===== src/clws_pkg.sv =====
// Package for the character LCD write sequencer.
// Holds item codes, register indexes, reset values and the shared types.
// No dependencies.
package clws_pkg;

  // Codes of the mode field of an input item.
  localparam logic [1:0] MODE_TICK = 2'd0;
  localparam logic [1:0] MODE_CMD  = 2'd1;
  localparam logic [1:0] MODE_DATA = 2'd2;

  // Configuration register indexes.
  localparam int unsigned CFG_IDX_W = 2;
  localparam logic [CFG_IDX_W-1:0] CFG_FOUR_BIT = 2'd0;
  localparam logic [CFG_IDX_W-1:0] CFG_PULSE    = 2'd1;
  localparam logic [CFG_IDX_W-1:0] CFG_SETTLE   = 2'd2;

  localparam int unsigned CFG_DATA_W = 16;

  // Configuration reset values.
  localparam logic                  FOUR_BIT_RESET = 1'b1;
  localparam logic [CFG_DATA_W-1:0] PULSE_RESET    = 16'd1000;
  localparam logic [CFG_DATA_W-1:0] SETTLE_RESET   = 16'd10000;

  localparam logic [7:0] HIGH_NIBBLE = 8'hF0;
  localparam logic [7:0] LOW_NIBBLE  = 8'h0F;

  // Depth of the queue between the front and the back.
  localparam int unsigned QUEUE_DEPTH = 2;

  // Classified item as it travels through the queue.
  typedef enum logic [1:0] {
    OP_TICK,
    OP_CMD,
    OP_DATA,
    OP_NOP
  } clws_op_e;

  typedef struct packed {
    clws_op_e   op;
    logic [7:0] value;
  } clws_cmd_t;

  // Transfer phases, one-hot.
  typedef enum logic [4:0] {
    PH_IDLE         = 5'b00001,
    PH_PULSE_LAST   = 5'b00010,
    PH_SETTLE_LAST  = 5'b00100,
    PH_PULSE_FIRST  = 5'b01000,
    PH_SETTLE_FIRST = 5'b10000
  } clws_phase_e;

  // Configuration as seen by the back end.
  typedef struct packed {
    logic                  four_bit_bus;
    logic [CFG_DATA_W-1:0] pulse_ticks;
    logic [CFG_DATA_W-1:0] settle_ticks;
  } clws_cfg_t;

endpackage


===== src/clws_if.sv =====
// Channel interfaces of the character LCD write sequencer.
// Depends on clws_pkg for the configuration field widths.
interface clws_in_if;
  logic       valid;
  logic       ready;
  logic [1:0] mode;
  logic [7:0] value;

  modport source (output valid, mode, value, input ready);
  modport sink   (input valid, mode, value, output ready);
endinterface

interface clws_out_if;
  logic       valid;
  logic       ready;
  logic       register_select;
  logic       enable_level;
  logic [7:0] data_bus;
  logic       busy_res;
  logic       accepted;

  modport source (output valid, register_select, enable_level, data_bus, busy_res, accepted,
                  input ready);
  modport sink   (input valid, register_select, enable_level, data_bus, busy_res, accepted,
                  output ready);
endinterface

interface clws_cfg_if;
  import clws_pkg::*;
  logic                  valid;
  logic                  ready;
  logic [CFG_IDX_W-1:0]  index;
  logic [CFG_DATA_W-1:0] data;

  modport source (output valid, index, data, input ready);
  modport sink   (input valid, index, data, output ready);
endinterface


===== src/character_lcd_write_sequencer.sv =====
// Top level of the character LCD write sequencer.
// Depends on clws_pkg, clws_if, clws_front and clws_back.
//
// Usage: items enter on in_i (mode: tick, command byte or character byte;
// value: the byte). Each item yields exactly one result on out_o with the
// RS, enable and data pin levels after the item, a busy flag and whether a
// send was taken. Sends are refused while a transfer runs; tick items pace
// the enable pulse and settle time, in 4-bit mode twice per byte.
// Configuration writes arrive on cfg_i (index 0 bus width, 1 pulse ticks,
// 2 settle ticks), always ready; the user must make them while no item is in flight (the block does not check).
// Throughput is one item per clock while out_o is ready; the front queues
// classified items and the back resolves one per cycle, as out_o allows, into
// a result register that holds each result until out_o takes it.
// If out_o stalls, the two-entry queue fills and in_i.ready drops; nothing is
// lost. Reset sets the phase to idle, clears out_o.valid and the internal bus
// byte, and sets 4-bit mode, 1000 pulse ticks and 10000 settle ticks.
module character_lcd_write_sequencer #(
  parameter int unsigned TICK_COUNTER_WIDTH = 16
) (
  input  logic       clk_i,
  input  logic       rst_ni,
  clws_in_if.sink    in_i,
  clws_cfg_if.sink   cfg_i,
  clws_out_if.source out_o
);
  import clws_pkg::*;

  clws_cfg_t cfg_q;
  logic      cmd_valid, cmd_ready;
  clws_cmd_t cmd;

  assign cfg_i.ready = 1'b1;

  always_ff @(posedge clk_i or negedge rst_ni) begin
    if (!rst_ni) begin
      cfg_q.four_bit_bus <= FOUR_BIT_RESET;
      cfg_q.pulse_ticks  <= PULSE_RESET;
      cfg_q.settle_ticks <= SETTLE_RESET;
    end else if (cfg_i.valid) begin
      case (cfg_i.index)
        CFG_FOUR_BIT: cfg_q.four_bit_bus <= cfg_i.data[0];
        CFG_PULSE:    cfg_q.pulse_ticks  <= cfg_i.data;
        CFG_SETTLE:   cfg_q.settle_ticks <= cfg_i.data;
        default: begin
        end
      endcase
    end
  end

  clws_front u_front (
    .clk_i       (clk_i),
    .rst_ni      (rst_ni),
    .in_i        (in_i),
    .cmd_valid_o (cmd_valid),
    .cmd_ready_i (cmd_ready),
    .cmd_o       (cmd)
  );

  clws_back #(
    .TICK_COUNTER_WIDTH (TICK_COUNTER_WIDTH)
  ) u_back (
    .clk_i       (clk_i),
    .rst_ni      (rst_ni),
    .cfg_i       (cfg_q),
    .cmd_valid_i (cmd_valid),
    .cmd_ready_o (cmd_ready),
    .cmd_i       (cmd),
    .out_o       (out_o)
  );

endmodule


===== src/clws_front.sv =====
// Front end of the LCD write sequencer: classifies input items and queues them.
// Depends on clws_pkg and clws_in_if.
module clws_front (
  input  logic                clk_i,
  input  logic                rst_ni,
  clws_in_if.sink             in_i,
  output logic                cmd_valid_o,
  input  logic                cmd_ready_i,
  output clws_pkg::clws_cmd_t cmd_o
);
  import clws_pkg::*;

  localparam int unsigned PtrW = (QUEUE_DEPTH > 1) ? $clog2(QUEUE_DEPTH) : 1;
  localparam int unsigned CntW = $clog2(QUEUE_DEPTH + 1);

  clws_cmd_t           mem_q [QUEUE_DEPTH];
  logic [PtrW-1:0]     wr_ptr_q, wr_ptr_d;
  logic [PtrW-1:0]     rd_ptr_q, rd_ptr_d;
  logic [CntW-1:0]     count_q, count_d;
  clws_cmd_t           cmd_in;
  logic                push, pop;

  always_comb begin
    cmd_in.value = in_i.value;
    case (in_i.mode)
      MODE_TICK: cmd_in.op = OP_TICK;
      MODE_CMD:  cmd_in.op = OP_CMD;
      MODE_DATA: cmd_in.op = OP_DATA;
      default:   cmd_in.op = OP_NOP;
    endcase
  end

  assign in_i.ready  = (count_q != CntW'(QUEUE_DEPTH));
  assign push        = in_i.valid && in_i.ready;
  assign cmd_valid_o = (count_q != '0);
  assign pop         = cmd_valid_o && cmd_ready_i;
  assign cmd_o       = mem_q[rd_ptr_q];

  always_comb begin
    wr_ptr_d = wr_ptr_q;
    rd_ptr_d = rd_ptr_q;
    if (push) begin
      wr_ptr_d = (wr_ptr_q == PtrW'(QUEUE_DEPTH - 1)) ? '0 : wr_ptr_q + 1'b1;
    end
    if (pop) begin
      rd_ptr_d = (rd_ptr_q == PtrW'(QUEUE_DEPTH - 1)) ? '0 : rd_ptr_q + 1'b1;
    end
    count_d = count_q + CntW'(push) - CntW'(pop);
  end

  always_ff @(posedge clk_i or negedge rst_ni) begin
    if (!rst_ni) begin
      wr_ptr_q <= '0;
      rd_ptr_q <= '0;
      count_q  <= '0;
    end else begin
      wr_ptr_q <= wr_ptr_d;
      rd_ptr_q <= rd_ptr_d;
      count_q  <= count_d;
    end
  end

  always_ff @(posedge clk_i) begin
    if (push) begin
      mem_q[wr_ptr_q] <= cmd_in;
    end
  end

endmodule


===== src/clws_back.sv =====
// Back end of the LCD write sequencer: phase machine, tick counter and result register.
// Depends on clws_pkg and clws_out_if.
module clws_back #(
  parameter int unsigned TICK_COUNTER_WIDTH = 16
) (
  input  logic                clk_i,
  input  logic                rst_ni,
  input  clws_pkg::clws_cfg_t cfg_i,
  input  logic                cmd_valid_i,
  output logic                cmd_ready_o,
  input  clws_pkg::clws_cmd_t cmd_i,
  clws_out_if.source          out_o
);
  import clws_pkg::*;

  localparam int unsigned CntW = TICK_COUNTER_WIDTH;
  localparam int unsigned CmpW = (CntW > CFG_DATA_W) ? CntW : CFG_DATA_W;
  localparam logic [CntW-1:0] CntMax = {CntW{1'b1}};

  clws_phase_e     phase_q, phase_d;
  logic [CntW-1:0] cnt_q, cnt_d, cnt_inc;
  logic [7:0]      held_byte_q, held_byte_d;
  logic            held_sel_q, held_sel_d;
  logic [7:0]      bus_q, bus_d;
  logic            out_valid_q;
  logic            res_sel_q, res_en_q, res_busy_q, res_took_q;
  logic [7:0]      res_bus_q;
  logic            took;
  logic            pop, pulse_done, settle_done, at_max;

  assign cmd_ready_o = !out_valid_q || out_o.ready;
  assign pop         = cmd_valid_i && cmd_ready_o;

  // The count saturates; reaching its maximum also ends a phase.
  assign at_max      = (cnt_q == CntMax);
  assign cnt_inc     = at_max ? cnt_q : cnt_q + 1'b1;
  assign pulse_done  = (CmpW'(cnt_inc) >= CmpW'(cfg_i.pulse_ticks)) || (cnt_inc == CntMax);
  assign settle_done = (CmpW'(cnt_inc) >= CmpW'(cfg_i.settle_ticks)) || (cnt_inc == CntMax);

  always_comb begin
    phase_d     = phase_q;
    cnt_d       = cnt_q;
    held_byte_d = held_byte_q;
    held_sel_d  = held_sel_q;
    bus_d       = bus_q;
    took        = 1'b0;
    case (cmd_i.op)
      OP_TICK: begin
        case (phase_q)
          PH_IDLE: begin
          end
          PH_PULSE_FIRST: begin
            cnt_d = cnt_inc;
            if (pulse_done) begin
              phase_d = PH_SETTLE_FIRST;
              cnt_d   = '0;
            end
          end
          PH_SETTLE_FIRST: begin
            cnt_d = cnt_inc;
            if (settle_done) begin
              bus_d   = 8'((held_byte_q & LOW_NIBBLE) << 4);
              phase_d = PH_PULSE_LAST;
              cnt_d   = '0;
            end
          end
          PH_PULSE_LAST: begin
            cnt_d = cnt_inc;
            if (pulse_done) begin
              phase_d = PH_SETTLE_LAST;
              cnt_d   = '0;
            end
          end
          PH_SETTLE_LAST: begin
            cnt_d = cnt_inc;
            if (settle_done) begin
              phase_d = PH_IDLE;
              cnt_d   = '0;
            end
          end
          default: begin
            phase_d = PH_IDLE;
            cnt_d   = '0;
          end
        endcase
      end
      OP_CMD, OP_DATA: begin
        if (phase_q == PH_IDLE) begin
          held_byte_d = cmd_i.value;
          held_sel_d  = (cmd_i.op == OP_DATA);
          cnt_d       = '0;
          took        = 1'b1;
          if (cfg_i.four_bit_bus) begin
            bus_d   = cmd_i.value & HIGH_NIBBLE;
            phase_d = PH_PULSE_FIRST;
          end else begin
            bus_d   = cmd_i.value;
            phase_d = PH_PULSE_LAST;
          end
        end
      end
      default: begin
      end
    endcase
  end

  always_ff @(posedge clk_i or negedge rst_ni) begin
    if (!rst_ni) begin
      phase_q     <= PH_IDLE;
      cnt_q       <= '0;
      held_byte_q <= '0;
      held_sel_q  <= 1'b0;
      bus_q       <= '0;
      out_valid_q <= 1'b0;
    end else begin
      if (pop) begin
        phase_q     <= phase_d;
        cnt_q       <= cnt_d;
        held_byte_q <= held_byte_d;
        held_sel_q  <= held_sel_d;
        bus_q       <= bus_d;
        out_valid_q <= 1'b1;
      end else if (out_o.ready) begin
        out_valid_q <= 1'b0;
      end
    end
  end

  always_ff @(posedge clk_i) begin
    if (pop) begin
      res_sel_q  <= held_sel_d;
      res_en_q   <= (phase_d == PH_PULSE_FIRST) || (phase_d == PH_PULSE_LAST);
      res_bus_q  <= bus_d;
      res_busy_q <= (phase_d != PH_IDLE);
      res_took_q <= took;
    end
  end

  assign out_o.valid           = out_valid_q;
  assign out_o.register_select = res_sel_q;
  assign out_o.enable_level    = res_en_q;
  assign out_o.data_bus        = res_bus_q;
  assign out_o.busy_res        = res_busy_q;
  assign out_o.accepted        = res_took_q;

endmodule

===== src/flat_wrapper.sv =====
// flat-port wrapper written by rule: the top's interface ports become plain ports
module character_lcd_write_sequencer_flat import clws_pkg::*;
#(
  parameter int unsigned TICK_COUNTER_WIDTH = 16
)
  (clk_i, rst_ni, in_i_valid, in_i_mode, in_i_value, in_i_ready, cfg_i_valid, cfg_i_index, cfg_i_data, cfg_i_ready, out_o_valid, out_o_register_select, out_o_enable_level, out_o_data_bus, out_o_busy_res, out_o_accepted, out_o_ready);
  clws_in_if in_i_i ();
  clws_cfg_if cfg_i_i ();
  clws_out_if out_o_i ();
  input  logic clk_i;
  input  logic rst_ni;
  input wire logic [$bits(in_i_i.valid)-1:0] in_i_valid;
  input wire logic [$bits(in_i_i.mode)-1:0] in_i_mode;
  input wire logic [$bits(in_i_i.value)-1:0] in_i_value;
  output wire logic [$bits(in_i_i.ready)-1:0] in_i_ready;
  input wire logic [$bits(cfg_i_i.valid)-1:0] cfg_i_valid;
  input wire logic [$bits(cfg_i_i.index)-1:0] cfg_i_index;
  input wire logic [$bits(cfg_i_i.data)-1:0] cfg_i_data;
  output wire logic [$bits(cfg_i_i.ready)-1:0] cfg_i_ready;
  output wire logic [$bits(out_o_i.valid)-1:0] out_o_valid;
  output wire logic [$bits(out_o_i.register_select)-1:0] out_o_register_select;
  output wire logic [$bits(out_o_i.enable_level)-1:0] out_o_enable_level;
  output wire logic [$bits(out_o_i.data_bus)-1:0] out_o_data_bus;
  output wire logic [$bits(out_o_i.busy_res)-1:0] out_o_busy_res;
  output wire logic [$bits(out_o_i.accepted)-1:0] out_o_accepted;
  input wire logic [$bits(out_o_i.ready)-1:0] out_o_ready;
  assign in_i_i.valid = in_i_valid;
  assign in_i_i.mode = in_i_mode;
  assign in_i_i.value = in_i_value;
  assign in_i_ready = in_i_i.ready;
  assign cfg_i_i.valid = cfg_i_valid;
  assign cfg_i_i.index = cfg_i_index;
  assign cfg_i_i.data = cfg_i_data;
  assign cfg_i_ready = cfg_i_i.ready;
  assign out_o_valid = out_o_i.valid;
  assign out_o_register_select = out_o_i.register_select;
  assign out_o_enable_level = out_o_i.enable_level;
  assign out_o_data_bus = out_o_i.data_bus;
  assign out_o_busy_res = out_o_i.busy_res;
  assign out_o_accepted = out_o_i.accepted;
  assign out_o_i.ready = out_o_ready;
  character_lcd_write_sequencer #(.TICK_COUNTER_WIDTH(TICK_COUNTER_WIDTH)) u_core (.clk_i(clk_i), .rst_ni(rst_ni), .in_i(in_i_i), .cfg_i(cfg_i_i), .out_o(out_o_i));
endmodule

===== config.mk =====
export PLATFORM = sky130hd
export DESIGN_NAME = character_lcd_write_sequencer_flat
export DESIGN_NICKNAME = d
export VERILOG_FILES = /design/src/clws_pkg.sv /design/src/clws_if.sv /design/src/character_lcd_write_sequencer.sv /design/src/clws_front.sv /design/src/clws_back.sv /design/src/flat_wrapper.sv
export SDC_FILE = /design/constraint.sdc
export NUM_CORES = 1
export LEC_CHECK = 0
export BUFFER_PORTS_ARGS = -buffer_cell sky130_fd_sc_hd__buf_2
export CAP_MARGIN = 15
export CORE_ASPECT_RATIO = 1.5
export CORE_UTILIZATION = 25
export DETAILED_ROUTE_END_ITERATION = 16
export GPL_TIMING_DRIVEN = 0
export PLACE_DENSITY = 0.52
export REMOVE_ABC_BUFFERS = 1
export SLEW_MARGIN = 20
export SYNTH_ARGS = -nofsm -noshare
export SYNTH_HDL_FRONTEND = slang
export SYNTH_HIERARCHICAL = 1
export SYNTH_SLANG_ARGS = --single-unit

===== constraint.sdc =====
create_clock -name clk_i -period 4.35 [get_ports clk_i]
set_input_delay 0.435 -clock clk_i [delete_from_list [all_inputs] [get_ports clk_i]]
set_output_delay 0.435 -clock clk_i [all_outputs]
set_load 0.02 [all_outputs]

### Yosys cells after proc, flatten, opt, wreduce, memory -nomap -nowiden

Memories as Yosys holds them, arrays and structs flattened.
Index checks and enable logic that the tools add are counted.

* RAM bits: 20
* bits in registers: 84
* memories: 1

Memory list
* u_core.u_front.mem_q: depth 2, width 10, read ports 1, clocked after Yosys merged registers in 0, wr ports 1, line clws_front.sv:16 `clws_cmd_t mem_q [QUEUE_DEPTH];`

* $add $sub $neg: 5
* mux-type cells: 29
* magnitude comparators: 2
* equality and inequality tests: 19
* reduce and logical (&&, ||, !) cells: 21

Operator list (count)
* 16-bit two-way mux: 4
* 16-bit one-hot mux with 3 select lines: 1
* 16-bit equality test, second input constant: 2
* 16-bit >= comparator: 2
* 16-bit one-hot mux with 2 select lines: 1
* 5-bit two-way mux: 5
* 5-bit one-hot mux with 5 select lines: 1
* 8-bit two-way mux: 3
* 16-bit by 1-bit adder with 16-bit output, second input constant: 1
* 8-bit one-hot mux with 2 select lines: 1
* 5-bit by 2-bit equality test with 1-bit output, second input constant: 2
* 5-bit by 4-bit equality test with 1-bit output, second input constant: 2
* 5-bit one-hot mux with 2 select lines: 1
* 1-bit two-way mux: 9
* 4-bit two-way mux: 2
* 2-bit by 1-bit equality test with 1-bit output, second input constant: 3
* 2-bit equality test, second input constant: 3
* 2-bit zero test: 3
* 2-bit inequality test, second input constant: 3
* 2-bit one-hot mux with 3 select lines: 1
* 2-bit AND reduction: 3
* 2-bit nonzero test: 3
* 2-bit OR reduction: 3
* 5-bit by 1-bit equality test with 1-bit output, second input constant: 1
* other kinds (11): 16

### Logic depth before layout (Yosys ltp)

* depth in word-level cells: 9
* mapped depth: 20
* depth with buffers taken out: 16

### Hierarchy

The synthesis kept the hierarchy.

Modules (own cells, without submodules)
* clws_back: area each 3952.5 µm², times used 1, cells an instance 455
* character_lcd_write_sequencer: area each 1368.8 µm², times used 1, cells an instance 73
* clws_front: area each 944.7 µm², times used 1, cells an instance 55

### Worst setup path before layout

No wires, ideal clock.

* path kind: register -> register
* start point: reg u_core.u_back.cnt_q[0]
* end point: reg u_core.u_back.res_bus_q[4], in the netlist u_core/u_back/out_o.data_bus[4], data pin
* data arrival time: 4.075 ns
* slack: 0.005 ns
* period minus slack after synthesis: 4.345 ns
* stages on the path, launching flop included: 20
* path through: dfrtp_1 > ha_1 > buf_2 > and4_1 > buf_2 > nand4_1 > clkbuf_1 > buf_1 > nand3_1 > o21a_1 > ha_1 > nand4_1 > nor4_1 > o211ai_1 > o21ai_0 > inv_1 > a21boi_2 > mux2_2 > a221oi_1 > a21oi_1

* word-level cells in the longest chain between the ends: 7
* elaborated cells between the ends (all ways): 9
* those cells by class: 1 x add/sub; 1 x order compare; 2 x eq/ne; 4 x mux; 1 x reduce/logical

RTL lines
* start: declaration: line clws_back.sv:21 `logic [CntW-1:0] cnt_q, cnt_d, cnt_inc;`
* start signal: assignment: line clws_back.sv:118 `cnt_q <= cnt_d;`
* 16-bit by 1-bit adder with 16-bit output or 16-bit equality test (tied branches): line clws_back.sv:36, clws_back.sv:35
* 16-bit two-way mux (*): line clws_back.sv:36 `assign cnt_inc = at_max ? cnt_q : cnt_q + 1'b1;`
* 16-bit >= comparator or 16-bit equality test (tied branches): line clws_back.sv:38 `assign settle_done = (CmpW'(cnt_inc) >= CmpW'(cfg_i.settle_ticks)) || (cnt_inc == CntMax);`
* 1-bit logical OR (*): line clws_back.sv:38
* 8-bit two-way mux (*): line clws_back.sv:61 `if (settle_done) begin`
* 8-bit two-way mux (*): line clws_back.sv:49 `case (phase_q)`
* 8-bit one-hot mux with 2 select lines (*): line clws_back.sv:47 `case (cmd_i.op)`
* named net u_core.u_back.bus_d[4]: line clws_back.sv:24 `logic [7:0] bus_q, bus_d;`
* end signal: assignment: line clws_back.sv:133 `res_bus_q <= bus_d;`
* end: declaration: line clws_back.sv:27 `logic [7:0] res_bus_q;`

Mark *: on every way through the listed nets, which the timed path passes. The rest lies on a longest branch.
A chain may end at the register's enable or synchronous reset.

### Final worst setup path

* start point: reg u_core.u_back.cnt_q[2]
* end point: reg u_core.u_back.res_bus_q[6], in the netlist u_core/u_back/out_o.data_bus[6], data pin

The elaborated chain is that of the path after synthesis.

==> flow_metrics.tcl <==
set metrics [dict create \
    grt_max_degree 39 \
    netlist.area_leader.share_pct 23.6 \
    crit_slowest_cell "dfrtp_2" \
    setup_viol 0 \
    grt_pass1_wl_um 24500 \
    viasPerCell 4.79 \
    cp-end-kind "flop" \
    cts_buffers 9 \
    path_class "reg2reg" \
    dieWidth_um 131 \
    power_mw 3.85 \
    antenna_found_initial 2 \
    cts-root-buf "clkbuf_16" \
    timing.fmax_mhz 239 \
    slew_violations 0 \
    async_flop_share_pct 69.2 \
    place_inst 920 \
    synth_most_common_cell "dfrtp_1" \
    cp.required_ns 4.39 \
    tritoncts "built" \
    final_area_um2 7260 \
    htree_levels 3 \
    path_cells "nand3_4, nor4_2, mux2i_2, inv_1, ha_1, nand2_1, nor4_4, o211ai_1, o21ai_2, inv_1, a21boi_4, mux2_2, a221oi_1, a21oi_1" \
    utilization_pct 29.6 \
    critPathMaxFanout 11 \
    vdd_drop_max_uv 510 \
    internal_power_mw 2.40 \
    start_kind "flop" \
    status "finished clean" \
    slowest_delay_ns 0.49 \
    synth_seq_area_share_pct 44.3 \
    cts_buffer_depth 2 \
    yosys_warnings 6 \
    max_cap_viol_count 0 \
    critPathTopFamily "compound AO/OA/AOI/OAI gates" \
    place_congestion 0.826 \
    syn_area_um2 6270 \
    p_comb_share_pct 39.3 \
    first_pass_iters 6 \
    worstMarginPinSlew_ns 0.896 \
    grtUsageMet1_pct 11.7 \
    fill_cells 2591 \
    grt_pass1_vias 4655 \
    routed_wl_um 14900 \
    leakage_nw 3.18 \
    fp.dieArea_um2 25700 \
    tns_ns 0 \
    met3_usage_pct 1.78 \
    hpwlAfterDp_um 11200 \
    swShare_pct 37.8 \
    post-place-ws_ns -1.70 \
    cts.sinks 104 \
    via_count 4532 \
    cellPowerDensity_nw_per_um2 530 \
    avgSynthCellArea_um2 10.7 \
    postSynthCellCount 583 \
    drive_gt1_share_pct 28.5 \
    stdcell_count 946 \
    synth_cell_types 69 \
    hold_viol 0 \
    arrival_ns 4.23 \
    insertion_delay_ns 0.35 \
    min_period_over_period_pct 96.4 \
    post_dp_cell_area_um2 6760 \
    synth_flop_cell "dfrtp_1" \
    drtIter0Drc 138 \
    final.setup.worst_slack_ns 0.159 \
    yosys.area.top_type "dfrtp_1" \
    path_common_cell "inv_1" \
    io_pins 48 \
    core-area_um2 24500 \
    whs_ns 0.0543 \
    synth_edf_count 32 \
    slew_headroom_pct 40.0 \
    layout.nets 686 \
    routedWlPerCell_um 15.8 \
    clock_skew_ns 0.00600 \
    num_rows 70 \
    gr-total-overflow 0 \
    power.switching_mw 1.45 \
    initial_core_util_pct 25.6 \
    synth_seq_cells 104 \
    cp_num_buf_inv 2 \
    yosys-top-cells-area "dfrtp_1 24%, edfxtp_1 15%, ha_1 7.4%" \
    period_minus_slack_ns 4.19 \
    drtAntennaViolNets 0 \
    clkSlewWorstSetupHoldPaths_ns 0.07 \
    seqPwrFrac_pct 39.5 \
    drc_errors 0 \
    grt_usage_pct 12.1 \
    use_met2_pct 24.6 \
    clkPwrFrac_pct 21.2 \
    synthToLayoutAreaGrowth_pct 15.9 \
    synth_common_cells "59 x dfrtp_1, 48 x inv_1, 43 x nand2_1" \
    hold_path.class "in2async" \
    io_buffers 46 \
    grt-busiest-layer "met2" \
    die_h_um 196 \
]
## worst paths after layout
path                                                     start                                        end  slack [ns]  cells after the start
setup / recovery            u_core/u_back/cnt_q[2]$_DFFE_PN0P_  u_core/u_back/out_o.data_bus[6]$_DFFE_PP_        0.16                     14
hold / removal                                          rst_ni        u_core/u_front/count_q[0]$_DFF_PN0_        0.05                      1
setup reg to reg            u_core/u_back/cnt_q[2]$_DFFE_PN0P_  u_core/u_back/out_o.data_bus[6]$_DFFE_PP_        0.16                     14
hold reg to reg            u_core/u_front/wr_ptr_q$_DFFE_PN0P_        u_core/u_front/wr_ptr_q$_DFFE_PN0P_        0.50                      1
max in group asynchronous                               rst_ni               u_core/cfg_q[23]$_DFFE_PN1P_        3.66                      2
min in group clk_i                               in_i_value[2]       u_core/u_front/mem_q[0][2]$_DFFE_PP_        0.27                      1
## logic make-up (layout without fill, tap and decap cells)
logic type | Yosys count | after routing | share of synthesized area (%)
xor+xnor | 16 | 16 | 2.24
fa+ha+maj | 37 | 37 | 7.39
flops | 104 | 104 | 44.3
other cells | 1 | 2 | 0.0598
mux | 57 | 57 | 11.4
buf+inv | 84 | 121 | 5.71
compound gates | 132 | 132 | 15.1
simple gates | 152 | 153 | 13.8
## power groups by stage
stage	clock network [mW]	registers, mW	logic [mW]
4_1_cts	0.850	1.53	1.49
5_1_grt	0.883	1.56	1.68
3_5_place_dp	0	1.55	1.45
3_3_place_gp	0	1.55	1.43
6_report	0.818	1.52	1.51
2_1_floorplan	0	1.56	0.980
## layout make-up
| type | instances | area, um2 | area share [%] |
|---|---|---|---|
| inverter | 49 | 184 | 2.53 |
| sequential | 104 | 2790 | 38.4 |
| timing repair buffer | 56 | 330 | 4.55 |
| clock buffer | 11 | 254 | 3.50 |
| tap | 324 | 405 | 5.58 |
| clock inverter | 5 | 50.0 | 0.689 |
| antenna | 1 | 2.50 | 0.0345 |
| multi-input combinational | 396 | 3240 | 44.7 |
## placed cells by master (no fill, tap or decap), types with 4 or more instances in the layout
| master | count |
|---|---|
| a21oi_1 | 22 |
| nor3_1 | 5 |
| and3_1 | 8 |
| dfrtp_2 | 9 |
| dfrtp_1 | 50 |
| ha_1 | 36 |
| buf_4 | 8 |
| a21o_1 | 6 |
| buf_2 | 46 |
| and2_1 | 4 |
| inv_1 | 48 |
| nor2b_1 | 7 |
| a22oi_1 | 4 |
| clkbuf_16 | 10 |
| o211ai_1 | 5 |
| a211oi_1 | 5 |
| nor2_1 | 23 |
| or3_1 | 4 |
| dfstp_2 | 13 |
| nand4_1 | 11 |
| a32o_1 | 10 |
| a22o_1 | 10 |
| mux2_2 | 34 |
| a221oi_1 | 4 |
| o31ai_1 | 5 |
| nand2b_1 | 9 |
| xnor2_1 | 10 |
| o21a_1 | 5 |
| nand3_1 | 11 |
| o21ai_0 | 24 |
| xor2_1 | 5 |
| mux2_4 | 20 |
| nand2_1 | 42 |
| edfxtp_1 | 32 |
## metal layers
metal	wire length [um]	share of wire (%)
met5	13	0.087
met4	502	3.4
met3	343	2.3
met2	8580	57
met1	5510	37
## state kept, by name, summed over array words and instances, names as in the netlist
name,count
u_core/cfg_q,33
u_core/u_back/out_o.enable_level,1
u_core/u_back/bus_q,8
u_core/u_front/count_q,2
u_core/u_front/mem_q,20
u_core/u_back/out_o.valid,1
u_core/u_back/held_sel_q,1
u_core/u_back/out_o.register_select,1
u_core/u_back/out_o.accepted,1
u_core/u_back/phase_q,5
u_core/u_back/cnt_q,16
u_core/u_back/out_o.busy_res,1
u_core/u_back/out_o.data_bus,8
u_core/u_back/held_byte_q,4
u_core/u_front/wr_ptr_q,1
u_core/u_front/rd_ptr_q,1
## timing repair
item	in CTS	in global routing
setup buffers	5	3
cloned	1	0
setup endpoints to repair	39	17
hold buffers	0	0
pin swaps	2	3
gates resized for setup	18	12
No activity file was read; power rests on OpenSTA's default activity.
